[config.mk]
export PLATFORM = sky130hd
export DESIGN_NAME = gpsf_mul
export DESIGN_NICKNAME = d
export VERILOG_FILES = /design/src/rtl/gpsf_pkg.sv /design/src/rtl/gpsf_mul.sv
export SDC_FILE = /design/constraint.sdc
export NUM_CORES = 2
export LEC_CHECK = 0
export BUFFER_PORTS_ARGS = -buffer_cell sky130_fd_sc_hd__buf_2
export CORE_MARGIN = 10
export CORE_UTILIZATION = 36
export DETAILED_ROUTE_END_ITERATION = 6
export SLEW_MARGIN = 40
export SYNTH_ARGS = -nofsm -noshare
export SYNTH_HDL_FRONTEND = slang
export SYNTH_SLANG_ARGS = --single-unit
[constraint.sdc]
create_clock -name clk -period 18.6 [get_ports clk]
set_input_delay 0 -clock clk [delete_from_list [all_inputs] [get_ports clk]]
set_output_delay 0 -clock clk [all_outputs]
set_load 0.01 [all_outputs]
[src/rtl/gpsf_pkg.sv]
// Package for the current/GPS speed fusion block: shared widths, codes and types.
// Used by gpsf_cfg, gpsf_mul and current_gps_speed_fusion_unit; depends on nothing.
package gpsf_pkg;

	// Shared multiplier operand and product widths
	localparam int unsigned AW = 37;
	localparam int unsigned BW = 17;
	localparam int unsigned PW = AW + BW;

	// Configuration port widths
	localparam int unsigned CFG_IDX_W  = 3;
	localparam int unsigned CFG_DATA_W = 16;

	// Weights are Q1.8; 256 stands for one
	localparam int unsigned WGT_W = 9;
	localparam logic [WGT_W-1:0] WGT_ONE = 9'd256;

	// Register reset values
	localparam logic [15:0] GAIN_K_RST       = 16'd1966;
	localparam logic [15:0] TIME_STEP_RST    = 16'd6554;
	localparam logic [15:0] CUR_THRESH_RST   = 16'd5;
	localparam logic [WGT_W-1:0] ALPHA_BRK_RST = 9'd205;
	localparam logic [WGT_W-1:0] ALPHA_NRM_RST = 9'd77;
	localparam logic [WGT_W-1:0] BETA_RST      = 9'd51;

	// Register indexes
	typedef enum logic [CFG_IDX_W-1:0] {
		CFG_GAIN_K       = 3'd0,
		CFG_TIME_STEP    = 3'd1,
		CFG_CUR_THRESH   = 3'd2,
		CFG_ALPHA_BRAKE  = 3'd3,
		CFG_ALPHA_NORMAL = 3'd4,
		CFG_BETA_GAIN    = 3'd5
	} cfg_idx_t;

	// Register contents, weights already saturated to one
	typedef struct packed {
		logic        [15:0]      gain_k;
		logic        [15:0]      time_step;
		logic signed [15:0]      cur_limit;
		logic        [WGT_W-1:0] alpha_stop;
		logic        [WGT_W-1:0] alpha_cruise;
		logic        [WGT_W-1:0] beta_gain;
	} cfg_t;

	// Sequencer states
	typedef enum logic [8:0] {
		ST_IDLE = 9'b000000001,
		ST_KDT  = 9'b000000010,
		ST_VEL  = 9'b000000100,
		ST_PRED = 9'b000001000,
		ST_CORR = 9'b000010000,
		ST_EST  = 9'b000100000,
		ST_FEST = 9'b001000000,
		ST_FGPS = 9'b010000000,
		ST_OUT  = 9'b100000000
	} state_t;

endpackage

[src/rtl/gpsf_mul.sv]
// Shared signed multiplier with a registered product.
// Depends on gpsf_pkg for the operand and product widths.
module gpsf_mul (
	input  logic                              clk,
	input  logic signed [gpsf_pkg::AW-1:0]    a,
	input  logic signed [gpsf_pkg::BW-1:0]    b,
	output logic signed [gpsf_pkg::PW-1:0]    p_q
);

	// Register the product every cycle
	always_ff @(posedge clk) begin
		p_q <= a * b;
	end

endmodule

* Yosys cells after proc, flatten, opt, wreduce, memory -nomap -nowiden
Index checks and enable logic that the tools add are counted.
** Operators by class
- Multiply operators :: 1
** Operators by type and width (count)
- $mul A37 B17 Y54 :: 1
** Storage, ports and cells
- Word-level logic and storage cells :: 2
- Flip-flop bits (word level) :: 54
- Input port bits :: 55
- Output and inout bits :: 54

* Longest topological paths before layout
- Word-level depth :: 1
- Mapped depth :: 27

* Least setup slack after synthesis
OpenSTA, ideal clock, no wires.
- Kind :: in2reg
- Start point :: input port b[2] (netlist name)
- End point :: register p_q[48] (netlist name)
- Library setup time :: 0.121 ns
- Stages on the path :: 25
- Data arrival time :: 5.929 ns
- Path slack :: 12.550 ns
- Cells stage by stage :: clkbuf_1 clkbuf_1 nand2_1 fa_1 inv_1 fa_1 inv_1 fa_1 inv_1 fa_1 fa_1 inv_1 fa_1 inv_1 ha_1 clkbuf_1 nand3_1 or3_1 nor3_1 o21a_1 a41oi_2 a31oi_2 a221o_1 a311oi_2 xnor2_1
** On the way
- Word-level cells in the longest chain between the ends :: 1
** Ends and longest elaborated chain
- start, declared :: RTL line gpsf_mul.sv:6 : input logic signed [gpsf_pkg::BW-1:0] b,
- $mul A37 B17 Y54 :: RTL line gpsf_mul.sv:12 : p_q <= a * b;
- end signal, assigned :: RTL line gpsf_mul.sv:12
- end, declared :: RTL line gpsf_mul.sv:7 : output logic signed [gpsf_pkg::PW-1:0] p_q
Every way passes these cells.

* Worst setup path in the final report
- Start point :: input port b[16] (netlist name)
- End point :: register p_q[51] (netlist name)
Same word-level chain as after synthesis.

==> metrics.txt <==
status completed; max cap viols 0; period utilization 39.5%; Total GRT Usage 18.0%; most frequent cells in the layout inv_1, fa_1, nand2_1; Hold Path Class input port to register; CTS root buf clkbuf_16; post-route ant nets 0; die area 0.0729 mm2; Remaining DRCs 0; Initial DRT Pass Iterations 6; hold path endpoint p_q[0]; most common cell after layout, fill and taps aside inv_1; total I/O pin count 109; Setup Crit Path Kind input port to register; hold path cells 2; Max Clk Rate 0.136 GHz; max FFs per register 54; final hold viol count 0; layout cell share with drive strength beyond 1 5.31%; mapped cell area 0.0225 mm2; FF+latch area 0.00108 mm2; initial antenna violation count 6; Avg Vias per Cell 4.87; Final Slew Violations 0; Site Rows 91; Setup Buffers After CTS 0; Final Net Count 3,282; CP Max Fanout 17; total gr overflow 0; Hold WS 0.133 ns; drt first-iter violations 941; Clock Pin Slew Worst Setup and Hold Paths 0.09 ns; initial core utilization 36.4%; Syn Area/Cell 9.01 um2; crit start category input port; Synth Net Count 3,274; hold_buf cts 0; core area 0.0618 mm2; asr flop ratio synth 0%; RSZ-0062 raised after global routing false; post-CTS sizing 0; GPL Wtd Cong 0.847; DIE HEIGHT 270 um; register bit count reported by yosys 54; Num CTS Buffers 5; Arrival @ worst endpoint 7.61 ns; EDFF count, synth 0; Ys Warns 0; Layout fillers 6,199; Layout area overhead 6.32%; Die Wd 270 um; Routed Wire Length 62.7 mm; final HPWL from detailed placement 49.5 mm; Most used DFF post-synth dfxtp_1; relative slew slack 38.4%; CTS tree built; # port buffers 108; Multi-input gate area 0.0185 mm2; first-pass GRT wire length 104 mm; Biggest register p_q; synth unique cells 55; number of global-route vias before repair 18,700; Worst Path Required 18.87 ns; clock sink total 54; largest net degree at the start of global routing 38; Post-Synthesis Cells 2,498; Largest regs p_q x54; H-tree depth 2; via count 16,300; # setup viols final 0; wire per inst 18.8 um; Critical Path End Type register; Least-Margin Pin Slew 0.924 ns; Longest Clk Path Bufs 2; Period minus WS final 7.34 ns; Hold Crit Start a[0]; setup_tns 0 ns; Seq/Total Area, Yosys 4.80%
## synthesized netlist by cell type, types with 2 or more instances
cell | n | area (um2)
buf_1 | 2 | 7.51
a41oi_1 | 2 | 17.5
o21bai_1 | 5 | 37.5
and3_1 | 6 | 37.5
dfxtp_1 | 54 | 1080
inv_1 | 667 | 2500
o211ai_1 | 6 | 45.0
nand4_1 | 4 | 25.0
o21ai_1 | 14 | 70.1
o21ai_0 | 18 | 90.1
xnor2_1 | 40 | 350
a21o_1 | 14 | 105
nand2b_1 | 11 | 68.8
and4_1 | 2 | 17.5
a31oi_1 | 2 | 12.5
a211o_1 | 2 | 17.5
a211oi_1 | 2 | 15.0
clkbuf_1 | 110 | 413
and2_1 | 245 | 1530
nor2b_1 | 7 | 43.8
ha_1 | 125 | 1560
nand2_1 | 384 | 1440
or3_1 | 4 | 25.0
nor3_1 | 10 | 50.1
xor2_1 | 16 | 140
o21a_1 | 9 | 67.6
a21boi_1 | 5 | 37.5
nand3_1 | 12 | 60.1
nor2_1 | 48 | 180
fa_1 | 596 | 11900
a21oi_1 | 50 | 250
o31ai_1 | 3 | 22.5
## stage by stage
stage | instances | utilization [%] | setup WS [ns] | cell area [um2]
after floorplan | 2498 | - | 12.55 | 22500
after global placement | 3335 | 38.3 | 11.00 | 23700
after detailed placement | 3336 | 38.4 | 10.99 | 23700
after CTS | 3344 | 38.7 | 11.32 | 23900
after global routing | 3345 | 38.7 | 11.15 | 23900
final | 3345 | 38.7 | 11.26 | 23900
## critical path, stage by stage
cell	delay [ns]
buf_2	0.20
inv_1	0.54
buf_4	0.39
nor2_1	0.09
fa_1	0.53
fa_1	0.45
fa_1	0.47
fa_1	0.51
fa_1	0.52
fa_1	0.43
ha_1	0.37
and4_1	0.25
and4_1	0.25
a221oi_1	0.79
a21oi_1	0.43
o21a_1	0.37
o211ai_1	0.32
a21boi_1	0.21
a221oi_2	0.29
xnor2_1	0.17
## cell families (layout without fill, tap and decap cells)
| family | Yosys count | after routing | synth area share [%] |
|---|---|---|---|
| AOI/OAI and AO/OA | 149 | 149 | 4.39 |
| other | 0 | 1 | 0 |
| DFF | 54 | 54 | 4.80 |
| adders and majority gates | 721 | 721 | 60.0 |
| buffers and inverters | 779 | 788 | 13.0 |
| and+or+nand+nor | 738 | 738 | 15.6 |
| muxes | 1 | 1 | 0.0445 |
| xor gates and xnor gates | 56 | 56 | 2.18 |
## cell type report
| class | instances | area share [%] |
|---|---|---|
| well taps | 837 | 4.38 |
| repair buffers | 113 | 2.59 |
| clock inverters | 3 | 0.167 |
| inverters | 667 | 10.5 |
| flip-flops and latches | 54 | 4.52 |
| multi-input cells | 1665 | 77.4 |
| diodes | 1 | 0.0105 |
| clock buffers | 5 | 0.523 |
## worst max-delay path by stage
stage / startpoint / to / slack, ns / depth (start not counted)
3_3_place_gp: b[2] / p_q[48] / 11.00 / 22
4_1_cts: b[16] / p_q[51] / 11.32 / 20
5_1_grt: b[16] / p_q[51] / 11.15 / 22
3_5_place_dp: b[16] / p_q[51] / 10.99 / 20
6_report: b[16] / p_q[51] / 11.26 / 20
2_1_floorplan: b[2] / p_q[48] / 12.55 / 25
## routing by layer
metal	share of wire (%)	track usage (%)
met5	0.10	0
met4	3.1	5.96
met3	6.8	3.37
met2	50	31.2
met1	40	22.3
Power is left out: the tool's default activity adds up to more than one toggle a clock period on the data nets, which glitch-free logic cannot reach.
