`src/rtl/gpsf_pkg.sv`:
```
// Package for the current/GPS speed fusion block: shared widths, codes and types.
// Used by gpsf_cfg, gpsf_mul and current_gps_speed_fusion_unit; depends on nothing.
package gpsf_pkg;

	// Shared multiplier operand and product widths
	localparam int unsigned AW = 37;
	localparam int unsigned BW = 17;
	localparam int unsigned PW = AW + BW;

	// Configuration port widths
	localparam int unsigned CFG_IDX_W  = 3;
	localparam int unsigned CFG_DATA_W = 16;

	// Weights are Q1.8; 256 stands for one
	localparam int unsigned WGT_W = 9;
	localparam logic [WGT_W-1:0] WGT_ONE = 9'd256;

	// Register reset values
	localparam logic [15:0] GAIN_K_RST       = 16'd1966;
	localparam logic [15:0] TIME_STEP_RST    = 16'd6554;
	localparam logic [15:0] CUR_THRESH_RST   = 16'd5;
	localparam logic [WGT_W-1:0] ALPHA_BRK_RST = 9'd205;
	localparam logic [WGT_W-1:0] ALPHA_NRM_RST = 9'd77;
	localparam logic [WGT_W-1:0] BETA_RST      = 9'd51;

	// Register indexes
	typedef enum logic [CFG_IDX_W-1:0] {
		CFG_GAIN_K       = 3'd0,
		CFG_TIME_STEP    = 3'd1,
		CFG_CUR_THRESH   = 3'd2,
		CFG_ALPHA_BRAKE  = 3'd3,
		CFG_ALPHA_NORMAL = 3'd4,
		CFG_BETA_GAIN    = 3'd5
	} cfg_idx_t;

	// Register contents, weights already saturated to one
	typedef struct packed {
		logic        [15:0]      gain_k;
		logic        [15:0]      time_step;
		logic signed [15:0]      cur_limit;
		logic        [WGT_W-1:0] alpha_stop;
		logic        [WGT_W-1:0] alpha_cruise;
		logic        [WGT_W-1:0] beta_gain;
	} cfg_t;

	// Sequencer states
	typedef enum logic [8:0] {
		ST_IDLE = 9'b000000001,
		ST_KDT  = 9'b000000010,
		ST_VEL  = 9'b000000100,
		ST_PRED = 9'b000001000,
		ST_CORR = 9'b000010000,
		ST_EST  = 9'b000100000,
		ST_FEST = 9'b001000000,
		ST_FGPS = 9'b010000000,
		ST_OUT  = 9'b100000000
	} state_t;

endpackage

```
`src/rtl/gpsf_cfg.sv`:
```
// Configuration register file for the speed fusion block.
// Depends on gpsf_pkg for the register indexes and the cfg_t struct.
module gpsf_cfg (
	input  logic                            clk,
	input  logic                            arst_n,
	input  logic                            cfg_write,
	input  logic [gpsf_pkg::CFG_IDX_W-1:0]  cfg_index,
	input  logic [gpsf_pkg::CFG_DATA_W-1:0] cfg_data,
	output gpsf_pkg::cfg_t                  cfg
);

	logic [15:0] gain_k_q;
	logic [15:0] time_step_q;
	logic [15:0] cur_thresh_q;
	logic [gpsf_pkg::WGT_W-1:0] alpha_brk_q;
	logic [gpsf_pkg::WGT_W-1:0] alpha_nrm_q;
	logic [gpsf_pkg::WGT_W-1:0] beta_q;

	// Update the addressed register; drop writes beyond the list
	always_ff @(posedge clk or negedge arst_n) begin
		if (!arst_n) begin
			gain_k_q     <= gpsf_pkg::GAIN_K_RST;
			time_step_q  <= gpsf_pkg::TIME_STEP_RST;
			cur_thresh_q <= gpsf_pkg::CUR_THRESH_RST;
			alpha_brk_q  <= gpsf_pkg::ALPHA_BRK_RST;
			alpha_nrm_q  <= gpsf_pkg::ALPHA_NRM_RST;
			beta_q       <= gpsf_pkg::BETA_RST;
		end else if (cfg_write) begin
			unique case (cfg_index)
				gpsf_pkg::CFG_GAIN_K:       gain_k_q     <= cfg_data;
				gpsf_pkg::CFG_TIME_STEP:    time_step_q  <= cfg_data;
				gpsf_pkg::CFG_CUR_THRESH:   cur_thresh_q <= cfg_data;
				gpsf_pkg::CFG_ALPHA_BRAKE:  alpha_brk_q  <= cfg_data[gpsf_pkg::WGT_W-1:0];
				gpsf_pkg::CFG_ALPHA_NORMAL: alpha_nrm_q  <= cfg_data[gpsf_pkg::WGT_W-1:0];
				gpsf_pkg::CFG_BETA_GAIN:    beta_q       <= cfg_data[gpsf_pkg::WGT_W-1:0];
				default: ;
			endcase
		end
	end

	// Saturate weights above one
	always_comb begin
		cfg.gain_k       = gain_k_q;
		cfg.time_step    = time_step_q;
		cfg.cur_limit    = $signed(cur_thresh_q);
		cfg.alpha_stop   = (alpha_brk_q > gpsf_pkg::WGT_ONE) ? gpsf_pkg::WGT_ONE : alpha_brk_q;
		cfg.alpha_cruise = (alpha_nrm_q > gpsf_pkg::WGT_ONE) ? gpsf_pkg::WGT_ONE : alpha_nrm_q;
		cfg.beta_gain    = (beta_q > gpsf_pkg::WGT_ONE) ? gpsf_pkg::WGT_ONE : beta_q;
	end

endmodule

```
`config.mk`:
```
export PLATFORM = sky130hd
export DESIGN_NAME = gpsf_cfg
export DESIGN_NICKNAME = d
export VERILOG_FILES = /design/src/rtl/gpsf_pkg.sv /design/src/rtl/gpsf_cfg.sv
export SDC_FILE = /design/constraint.sdc
export NUM_CORES = 1
export LEC_CHECK = 0
export ABC_AREA = 1
export BUFFER_PORTS_ARGS = -buffer_cell sky130_fd_sc_hd__buf_2
export CORE_MARGIN = 2
export CORE_UTILIZATION = 30
export CTS_CLUSTER_DIAMETER = 80
export DETAILED_ROUTE_END_ITERATION = 8
export GPL_TIMING_DRIVEN = 0
export PLACE_DENSITY = 0.63
export SLEW_MARGIN = 30
export SYNTH_ARGS = -nofsm -noshare
export SYNTH_HDL_FRONTEND = slang
export SYNTH_SLANG_ARGS = --single-unit
export TNS_END_PERCENT = 20
```
`constraint.sdc`:
```
create_clock -name clk -period 1.6 [get_ports clk]
set_input_delay 0.24 -clock clk [delete_from_list [all_inputs] [get_ports clk]]
set_output_delay 0.24 -clock clk [all_outputs]
set_load 0.01 [all_outputs]
```
Yosys cells after proc, flatten, opt, wreduce, memory -nomap -nowiden
Cells that the tools add are included.

operators by class
  $lt $le $gt $ge = 3
  eq/ne operators = 5
  mux-type cells = 3
  reductions and logical operators = 7

operators with widths
  operator                                       count
  > comparator 9 bit, second input constant      3
  2-to-1 mux 9 bit                               3
  AND reduction 2 bit                            6
  == test 3 x 2 -> 1 bit, second input constant  2
  == test 3 bit, second input constant           2
  == test 3 x 1 -> 1 bit, second input constant  1
  zero test 3 bit                                1

word-level totals
  word-level logic and storage cells = 24
  input bits = 22
  register bits after elaboration = 75
  output and inout port bits = 75

Longest topological paths before layout
Gate-level depths: netlist of the first run.

  word-level depth = 2
  gate-level depth with buffers = 6
  depth with buffers taken out = 5

Least setup slack after synthesis of the first run
No wires, ideal clock.

  path kind = register -> output
  start point = register alpha_nrm_q[6] in the netlist's numbering
  end point = output port cfg[10] in the netlist's numbering
  data required time = 1.360 ns
  data arrival time = 1.056 ns
  slack = 0.304 ns
  buffers on the path = 0
  stages on the path, launching flop included = 6
  cell sequence = dfstp_2 nor2_1 nand2_1 nor2_1 nor2_1 nor2_1

RTL lines
  item                    RTL line        text
  from (decl)             gpsf_cfg.sv:16  logic [gpsf_pkg::WGT_W-1:0] alpha_nrm_q;
  from (signal assigned)  gpsf_cfg.sv:26  alpha_nrm_q <= gpsf_pkg::ALPHA_NRM_RST;
  from (signal assigned)  gpsf_cfg.sv:34  gpsf_pkg::CFG_ALPHA_NORMAL: alpha_nrm_q <= cfg_data[gpsf_pkg::WGT_W-1:0];
  to (decl)               gpsf_cfg.sv:9   output gpsf_pkg::cfg_t cfg

==> impl_metrics.csv, run 1 <==
group,metric,value,unit
clocking,cts_buffer_depth,2,
die,die_w,109,um
finish,synthToLayoutAreaGrowth,30.4,%
synthesis,synthMuxAreaShare,0,
clocking,cts-buffers-inserted,9,
setup_path,regToRegEndpoint,"alpha_nrm_q[2]",
setup_path,r2r_start,"alpha_nrm_q[2]",
setup_path,end_kind,"output port",
setup_path,startpoint,"alpha_brk_q[3]",
placed_design,numPortBuffers,96,
flow_run,maxCapViolCount,0,
setup_path,crit_path_start_kind,"flip-flop",
setup_path,reg2reg_slack,0.75,ns
grt,grt_pass1_wl,13.4,mm
grt,grt_max_degree,42,
routing,routed_via_density,4.34,
run_status,status,"finished, violations left",
clocking,clock_sinks,75,
placed_design,post-dp-hpwl,6.08,mm
grt,grt_usage,0.151,
routing,dr_total_vias,2638,
finish,nNetsFinal,486,
sta,setup_tns,-0.544,ns
sta,fin_crit_sh,1.03,
routing,drc,0,
setup_path,cp-endpoint,"cfg[25]",
grt,antenna_found_initial,0,
sta,slew_headroom,0.694,
power_and_ir_drop,peakVddDrop,0.000560,V
sta,hold_viol,0,
power_and_ir_drop,power.leakage,2.23,nW
die,core,10800,sq um
die,rows,38,
die,ios,97,
setup_path,critical_path.max_fanout,8,
synthesis,synth-simple-area-share,0.165,
routing,routedWlPerCell,14.0,um
synthesis,synth_top_family_by_area,"compound AO/OA/AOI/OAI gates",
sta,fmax,609,MHz
synthesis,synthAdderAreaFrac,0,
finish,final_cell_mix,"buf_2 (96), nand2_1 (82), inv_1 (46)",
clocking,tritoncts,"done",
finish,layout-drive-gt1-share,0.479,
setup_path,arrival,1.40,ns
setup_path,rr_worst_depth,3,
finish,layout_commonest_cell,"buf_2",
sta,setup_viol,22,
run_status,violations,"setup timing",
synthesis,yosysUniqueCellTypes,17,
synthesis,synth-seq-cells,75,
sta,min_period,1.64,ns
hold_path,hold_path_class,"input port to flip-flop",
clocking,clkSlewWorstSetupHoldPaths,0.07,ns
routing,antenna_left,0,
synthesis,synth_area,3300,sq um
routing,drt_pass1_iterations,5,
setup_path,required,1.36,ns
power_and_ir_drop,p_per_area,1290,nW/um^2
clocking,cts_root_buffer,"clkbuf_8",
synthesis,synthCells,344,
synthesis,yosys.area_share.xor_xnor,0,
sta,rsz0062_at_grt,"true",
sta,setup_ws,-0.0410,ns
placed_design,gp_congestion,0.754,
synthesis,avgSynthCellArea,9.61,sq um
grt,gr-total-overflow,0,
finish,post-route-util,0.399,
finish,n_antenna_cell,0,
clocking,clk_latency,0.33,ns
die,start_util,0.306,
grt,grt_pass1_vias,2562,
synthesis,yosysWarnings,0,
clocking,htree_levels,3,
setup_path,critical_path_class,"flip-flop to output port",
sta,tightest_slew,0.459,ns
die,dieArea,11900,sq um
sta,skew,0,ns
routing,wl,8.52,mm
routing,drtIter0Drc,100,
synthesis,synth_compound_area_frac,0.165,
die,die_y,109,um
synthesis,ys_seq_area_frac,0.579,
synthesis,syn_nets,366,
sta,slew_viol_final,0,
sequential cells by signal, indices dropped and copies added (netlist names):
name / flops
alpha_nrm_q: 9
cur_thresh_q: 16
gain_k_q: 16
beta_q: 9
time_step_q: 16
alpha_brk_q: 9
logic make-up (layout without fill, tap and decap cells):
family,count (synthesis),in the layout
flops,75,75
simple gates,133,133
buf+inv,61,185
compound gates,75,75
synth_stat cells:
cell / n / share of area
o21ai_1: 15 / 0.023
nand2_4: 1 / 0.0034
buf_6: 8 / 0.027
nor2_2: 1 / 0.0019
nor2_1: 42 / 0.048
buf_4: 3 / 0.0068
buf_2: 1 / 0.0015
o21ai_0: 15 / 0.023
nor2_4: 2 / 0.0068
nand2_1: 82 / 0.093
inv_1: 46 / 0.052
nand2_2: 3 / 0.0057
dfrtp_1: 45 / 0.34
o21ai_2: 45 / 0.12
dfstp_2: 30 / 0.24
nand3_2: 2 / 0.0061
clkbuf_1: 3 / 0.0034
what timing repair did:
| action | in CTS | in global routing |
|---|---|---|
| pin swaps | 4 | 6 |
| gates resized for setup | 5 | 6 |
| setup buffers | 9 | 2 |
| endpoints found under the setup margin | 22 | 22 |
| hold endpoints to repair | 23 | 0 |
| hold buffers | 1 | 0 |
power breakdown:
part	leakage, nW	switching (mW)	internal [mW]
Combinational	1.25	0.830	0.648
Clock	0.100	0.639	0.870
Sequential	0.880	0.230	2.36
through the flow:
stage / power (mW) / setup slack, ns / cell area [sq um] / hold WS (ns) / cells
after floorplan: 3.39 / 0.304 / 3300 / -0.0556 / 344
after global placement: 3.95 / -0.150 / 3960 / 0.461 / 580
after detailed placement: 4.00 / 0.112 / 3980 / 0.221 / 581
after CTS: 5.61 / -0.121 / 4280 / 0.150 / 606
after global routing: 5.96 / -0.119 / 4310 / 0.161 / 608
final: 5.57 / -0.0410 / 4310 / 0.165 / 608
worst min-delay path by stage:
stage	start	endpoint	slack [ns]	cells past startpoint
2_1_floorplan	arst_n	alpha_brk_q[1]	-0.06	0
3_3_place_gp	time_step_q[3]	time_step_q[3]	0.46	2
3_5_place_dp	arst_n	alpha_brk_q[1]	0.22	1
4_1_cts	cfg_data[11]	time_step_q[11]	0.15	3
5_1_grt	cfg_data[12]	time_step_q[12]	0.16	3
6_report	cfg_data[11]	time_step_q[11]	0.16	3
critical path, stage by stage, from the launching register on:
cell and delay [ns]:
dfstp_2 0.54, nor2_1 0.04, nand2_1 0.08, nor2_2 0.05, nor2_4 0.16, nor2_1 0.06
buf_2 0.14
layout make-up:
class / count / area, sq um
plain buffers: 15 / 129
clock buffers: 12 / 135
clock inverters: 3 / 65.1
fillers: 1087 / 6480
inverters: 46 / 173
multi-input cells: 208 / 1120
flip-flops and latches: 75 / 1910
well taps: 140 / 175
repair buffers: 109 / 596
routing by layer:
layer / routed length [um] / GRT usage
met1: 3900 / 0.196
met3: 461 / 0.0323
met4: 130 / 0.0531
met5: 0 / 0
met2: 4040 / 0.249
Note: power is estimated with default switching activity, not from simulation.
==> run 2: changes to the inputs <==
- CORE_UTILIZATION: 30 -> 51
- PLACE_DENSITY: 0.63 -> 0.91
==> run 2 against run 1 <==
  * Global-route usage increased by 8.4 points
  * Flip-flop and latch count did not move
  * Non-clock buffer count shrank 5
  * Clock power is 8% higher
  * Register-to-register slack hardly changed
  * First-iteration DRC count grew 47%
  * Maximum frequency decreased by 2.0%
  * Core utilization grew 27 points
  * Critical path depth did not move
  * Clock skew did not move
  * Hold slack got worse by 0.020 ns
  * Largest power group unchanged
  * Final area decreased by 2.0%
  * The run still ends with setup timing left
==> impl_metrics.csv, run 2 (synthesized netlist as in run 1, its figures left out) <==
group,metric,value,unit
routing,dr_total_vias,2715,
power_and_ir_drop,peakVddDrop,0.000754,V
finish,reg.largest.list,"cur_thresh_q: 16 flops, gain_k_q: 16 flops, time_step_q: 16 flops",
sta,setup_tns,-1.04,ns
finish,nNetsFinal,481,
sta,setup_ws,-0.0743,ns
power_and_ir_drop,swShare,0.313,
power_and_ir_drop,clkPwrFrac,0.287,
grt,grt_pass1_vias,2729,
setup_path,critical_path.max_fanout,8,
finish,post-route-util,0.669,
placed_design,dp_worst_setup_slack,0.0924,ns
power_and_ir_drop,combPwrFrac,0.257,
die,die_w,84.5,um
sta,slew_headroom,0.737,
sta,hold_viol,0,
flow_run,maxCapViolCount,0,
routing,highest_layer,"met4",
sta,slew_viol_final,0,
setup_path,path_depth,6,
die,dieArea,7140,sq um
sta,skew,0,ns
routing,drtIter0Drc,147,
routing,drt_pass1_iterations,4,
placed_design,gp_congestion,0.791,
setup_path,critical_path_class,"flip-flop to output port",
setup_path,crit_slowest_cell,"dfstp_2",
power_and_ir_drop,p_per_area,1350,nW/um^2
routing,wl_met1,3.20,mm
finish,layout-drive-gt1-share,0.476,
setup_path,required,1.36,ns
finish,final_cell_mix,"buf_2 (96), nand2_1 (82), inv_1 (46)",
die,rows,29,
grt,grt_usage,0.235,
finish,layout_commonest_cell,"buf_2",
placed_design,numPortBuffers,96,
routing,antenna_left,0,
grt,antenna_found_initial,0,
setup_path,end_kind,"output port",
sta,rsz0062_at_grt,"true",
hold_path,holdPathStages,3,
clocking,clkSlewWorstSetupHoldPaths,0.08,ns
finish,fillCellCount,496,
routing,drc,0,
setup_path,critical_path.top_delay_family,"flip-flops",
die,ios,97,
finish,n_antenna_cell,0,
power_and_ir_drop,power.total,5.68,mW
sta,min_period,1.67,ns
setup_path,path_cells,"nor2_1, nand2_1, nor2_4, nor2_4, nor2_1, buf_2",
grt,gr-total-overflow,0,
die,die_y,84.5,um
run_status,status,"finished, violations left",
routing,wl,7.95,mm
sta,setup_viol,22,
clocking,htree_levels,3,
setup_path,crit_path_start_kind,"flip-flop",
power_and_ir_drop,power.leakage,2.22,nW
clocking,cts_buffer_depth,2,
run_status,violations,"setup timing",
routing,routedWlPerCell,14.7,um
power_and_ir_drop,pwr-share-seq,0.455,
routing,routed_via_density,5.02,
power_and_ir_drop,switchingPower,1.78,mW
finish,synthToLayoutAreaGrowth,27.8,%
sta,tightest_slew,0.395,ns
grt,grt_pass1_wl,13.1,mm
setup_path,crit_buf_inv,1,
setup_path,arrival,1.43,ns
placed_design,place_inst,518,
sta,fin_crit_sh,1.05,
placed_design,post-dp-hpwl,5.64,mm
clocking,cts_root_buffer,"clkbuf_8",
die,core,6310,sq um
clocking,clock_sinks,75,
routing,wl_met3,615,um
clocking,tritoncts,"done",
clocking,clk_latency,0.34,ns
setup_path,rr_worst_depth,3,
die,start_util,0.523,
hold_path,hold_path_class,"input port to flip-flop",
sta,fmax,597,MHz
clocking,cts-buffers-inserted,9,
setup_path,critical-path-max-stage-delay,0.54,ns
grt,grt_max_degree,46,
routing,wl_met2,3.95,mm
finish,final_cells,541,
power_and_ir_drop,internal_power,3.91,mW
==> run 2: cell types whose count changed in the layout (fill, tap and decap cells not counted), sizes merged <==
cell	before	now
inv	46	47
buf	120	115
clkbuf	15	14
clkinvlp	0	1
==> run 2: worst reg2reg max path, stage by stage (launching register included) <==
cell	delay [ns]
dfstp_2	0.54
buf_4	0.11
nand2_1	0.06
o21ai_2	0.06
==> run 2: worst paths after layout <==
path	slack, ns	from	end
worst min register to register	0.47	gain_k_q[9]	gain_k_q[9]
max in group asynchronous	0.62	arst_n	alpha_nrm_q[2]
worst min-delay path	0.15	cfg_data[11]	time_step_q[11]
worst max-delay path	-0.07	alpha_brk_q[2]	cfg[22]
min in group asynchronous	0.35	arst_n	cur_thresh_q[10]
worst max register to register	0.76	alpha_brk_q[2]	alpha_brk_q[2]
==> run 2: metrics by stage <==
step	instance area [sq um]	hold WS, ns
floorplan	3300	-0.0556
finish	4220	0.145
global route	4220	0.157
CTS	4190	0.134
detailed placement	3900	0.195
global placement	3880	0.459
==> run 2: power by group through the flow <==
stage / registers (mW) / logic [mW] / clock network [mW]
6_report: 2.59 / 1.46 / 1.63
5_1_grt: 2.63 / 1.63 / 1.73
2_1_floorplan: 2.69 / 0.704 / 0
4_1_cts: 2.58 / 1.45 / 1.65
3_3_place_gp: 2.60 / 1.32 / 0
3_5_place_dp: 2.61 / 1.39 / 0
==> run 2: what timing repair did <==
action / in CTS / in global routing
cloned: 0 / 0
endpoints found under the hold margin: 18 / 0
resized for setup: 5 / 6
endpoints found under the setup margin: 22 / 22
pin swaps: 0 / 5
hold buffers: 1 / 0
setup buffers: 5 / 1
==> run 2: area by class of cell <==
type | instances | area (sq um) | share of cell area
Sequential cell | 75 | 1910 | 0.453
Multi-Input combinational cell | 208 | 1130 | 0.267
Inverter | 46 | 173 | 0.0409
Clock buffer | 11 | 141 | 0.0335
Timing Repair Buffer | 104 | 558 | 0.132
Clock inverter | 5 | 85.1 | 0.0201
Buffer | 15 | 129 | 0.0305
Tap cell | 77 | 96.3 | 0.0228
==> run 2: layer usage <==
layer | track usage | vias up
met2 | 0.380 | 102
li1 | - | 1301
met5 | 0 | -
met3 | 0.0678 | 17
met4 | 0.102 | 0
met1 | 0.296 | 1295
==> run 3: changes to the inputs <==
- TNS_END_PERCENT: 20 -> default
- clock period: 1.6 -> 1.7 ns (I/O delays scaled with it)
==> run 3 against run 2 <==
  * Clock skew is the same
  * Non-clock buffer count grew 1
  * Routed wire length shrank 0.19%
  * Register-to-register slack gained 0.03 ns
  * Largest power group unchanged
  * Core utilization grew 0.079 points
  * Clock power shrank 5%
  * Count of clock-buffer cells in the layout is the same
  * Largest cell class unchanged
  * Sequential share of layout area shrank 0.054 points
  * Setup slack gained 0.089 ns
  * The flow now finishes without violations
  * Combinational power shrank 5%
  * Final area grew 0.12%
  * Hold slack gained 0.015 ns
==> impl_metrics.csv, run 3 (synthesized netlist as in run 1, its figures left out) <==
group,metric,value,unit
sta,slew_headroom,0.730,
routing,routed_via_density,5.01,
routing,wl,7.94,mm
power_and_ir_drop,power.leakage,2.22,nW
sta,worst_hold_slack,0.160,ns
finish,layout_commonest_cell,"buf_2",
sta,fin_crit_sh,0.991,
placed_design,place_inst,518,
placed_design,post-dp-hpwl,5.64,mm
die,die_w,84.5,um
hold_path,holdPathStages,3,
clocking,cts_root_buffer,"clkbuf_8",
sta,tightest_slew,0.405,ns
finish,fillCellCount,492,
hold_path,min_from,"cfg_data[11]",
finish,nNetsFinal,482,
setup_path,crit_path_start_kind,"flip-flop",
setup_path,end_kind,"output port",
sta,skew,0,ns
finish,multi_input_area,1120,sq um
routing,drc,0,
grt,grt_usage,0.235,
grt,grt_pass1_vias,2724,
clocking,clock_sinks,75,
flow_run,maxCapViolCount,0,
placed_design,numPortBuffers,96,
routing,drt_pass1_iterations,4,
power_and_ir_drop,p_per_area,1270,nW/um^2
clocking,tritoncts,"done",
clocking,cts-buffers-inserted,9,
grt,grt_pass1_wl,13.1,mm
placed_design,gp_congestion,0.791,
setup_path,regToRegEndpoint,"alpha_nrm_q[2]",
die,ios,97,
setup_path,rr_worst_depth,4,
routing,drtIter0Drc,119,
sta,min_period,1.69,ns
clocking,cts_buffer_depth,2,
sta,fmax,593,MHz
clocking,clk_latency,0.34,ns
finish,post-route-util,0.670,
finish,reg.largest.list,"cur_thresh_q: 16 flops, gain_k_q: 16 flops, time_step_q: 16 flops",
setup_path,critical_path_class,"flip-flop to output port",
run_status,status,"completed",
setup_path,arrival,1.43,ns
clocking,clkSlewWorstSetupHoldPaths,0.08,ns
finish,final_cell_mix,"buf_2 (96), nand2_1 (82), inv_1 (46)",
finish,register_area,1910,sq um
finish,final_cells,542,
die,start_util,0.523,
setup_path,r2r_start,"alpha_nrm_q[2]",
sta,rsz0062_at_grt,"true",
sta,setup_viol,0,
setup_path,critical_path.max_fanout,8,
grt,gr-total-overflow,0,
die,rows,29,
setup_path,required,1.44,ns
finish,layout-drive-gt1-share,0.480,
finish,synthToLayoutAreaGrowth,27.9,%
power_and_ir_drop,power.total,5.36,mW
sta,hold_viol,0,
die,dieArea,7140,sq um
routing,antenna_left,0,
sta,setup_tns,0,ns
routing,routedWlPerCell,14.6,um
power_and_ir_drop,peakVddDrop,0.000715,V
hold_path,hold_end,"time_step_q[11]",
grt,antenna_found_initial,0,
clocking,htree_levels,3,
setup_path,reg2reg_slack,0.79,ns
grt,grt_max_degree,46,
routing,dr_total_vias,2717,
hold_path,hold_path_class,"input port to flip-flop",
die,core,6310,sq um
finish,n_antenna_cell,0,
sta,slew_viol_final,0,
die,die_y,84.5,um
-- run 3: cell count changes in the layout (fill, tap and decap cells not counted), sizes merged --
| cell | before | now |
|---|---|---|
| buf | 115 | 116 |
-- run 3: layout make-up --
| class | count | area share |
|---|---|---|
| flip-flops and latches | 75 | 0.453 |
| multi-input cells | 208 | 0.266 |
| repair buffers | 105 | 0.134 |
| inverters | 46 | 0.0408 |
| clock buffers | 11 | 0.0334 |
| plain buffers | 15 | 0.0305 |
| well taps | 77 | 0.0228 |
| clock inverters | 5 | 0.0201 |
-- run 3: routing by layer --
metal | GRT usage | vias to the layer above | part of all wire
met4 | 0.102 | 0 | 0.021
met2 | 0.382 | 99 | 0.49
met1 | 0.300 | 1302 | 0.41
met3 | 0.0590 | 15 | 0.072
met5 | 0 | - | 0
li1 | - | 1301 | -
-- run 3: worst max path at each step --
stage / from / endpoint / slack (ns) / cells past startpoint
CTS: alpha_nrm_q[6] / cfg[14] / -0.03 / 6
finish: alpha_brk_q[2] / cfg[19] / 0.01 / 6
global placement: arst_n / alpha_nrm_q[5] / 0.04 / 1
global route: alpha_brk_q[4] / cfg[21] / -0.09 / 6
floorplan: alpha_nrm_q[6] / cfg[10] / 0.39 / 5
detailed placement: alpha_brk_q[2] / cfg[22] / 0.18 / 6
-- run 3: what timing repair did --
item | in CTS | in global routing
endpoints found under the hold margin | 18 | 0
pin swaps | 1 | 12
hold buffers | 1 | 0
setup endpoints to repair | 22 | 22
gates resized for setup | 5 | 6
buffers inserted | 4 | 3
-- run 3: worst max-delay path, cell delays in order, from the launching register on --
cell     delay (ns)
dfstp_2        0.55
nor2_1         0.05
nand2_1        0.07
nor2_2         0.05
nor2_4         0.16
nor2_1         0.07
buf_2          0.14
-- run 3: through the flow --
step                setup WS (ns)  instance area [sq um]
global placement           0.0383                   3880
CTS                       -0.0260                   4190
floorplan                   0.389                   3300
global route              -0.0912                   4230
finish                     0.0146                   4230
detailed placement          0.177                   3900
-- run 3: report_power, final --
part	switching (mW)	total, mW	internal, mW	leakage (nW)
registers	0.221	2.44	2.22	0.880
clock network	0.676	1.55	0.875	0.110
logic	0.788	1.38	0.587	1.23
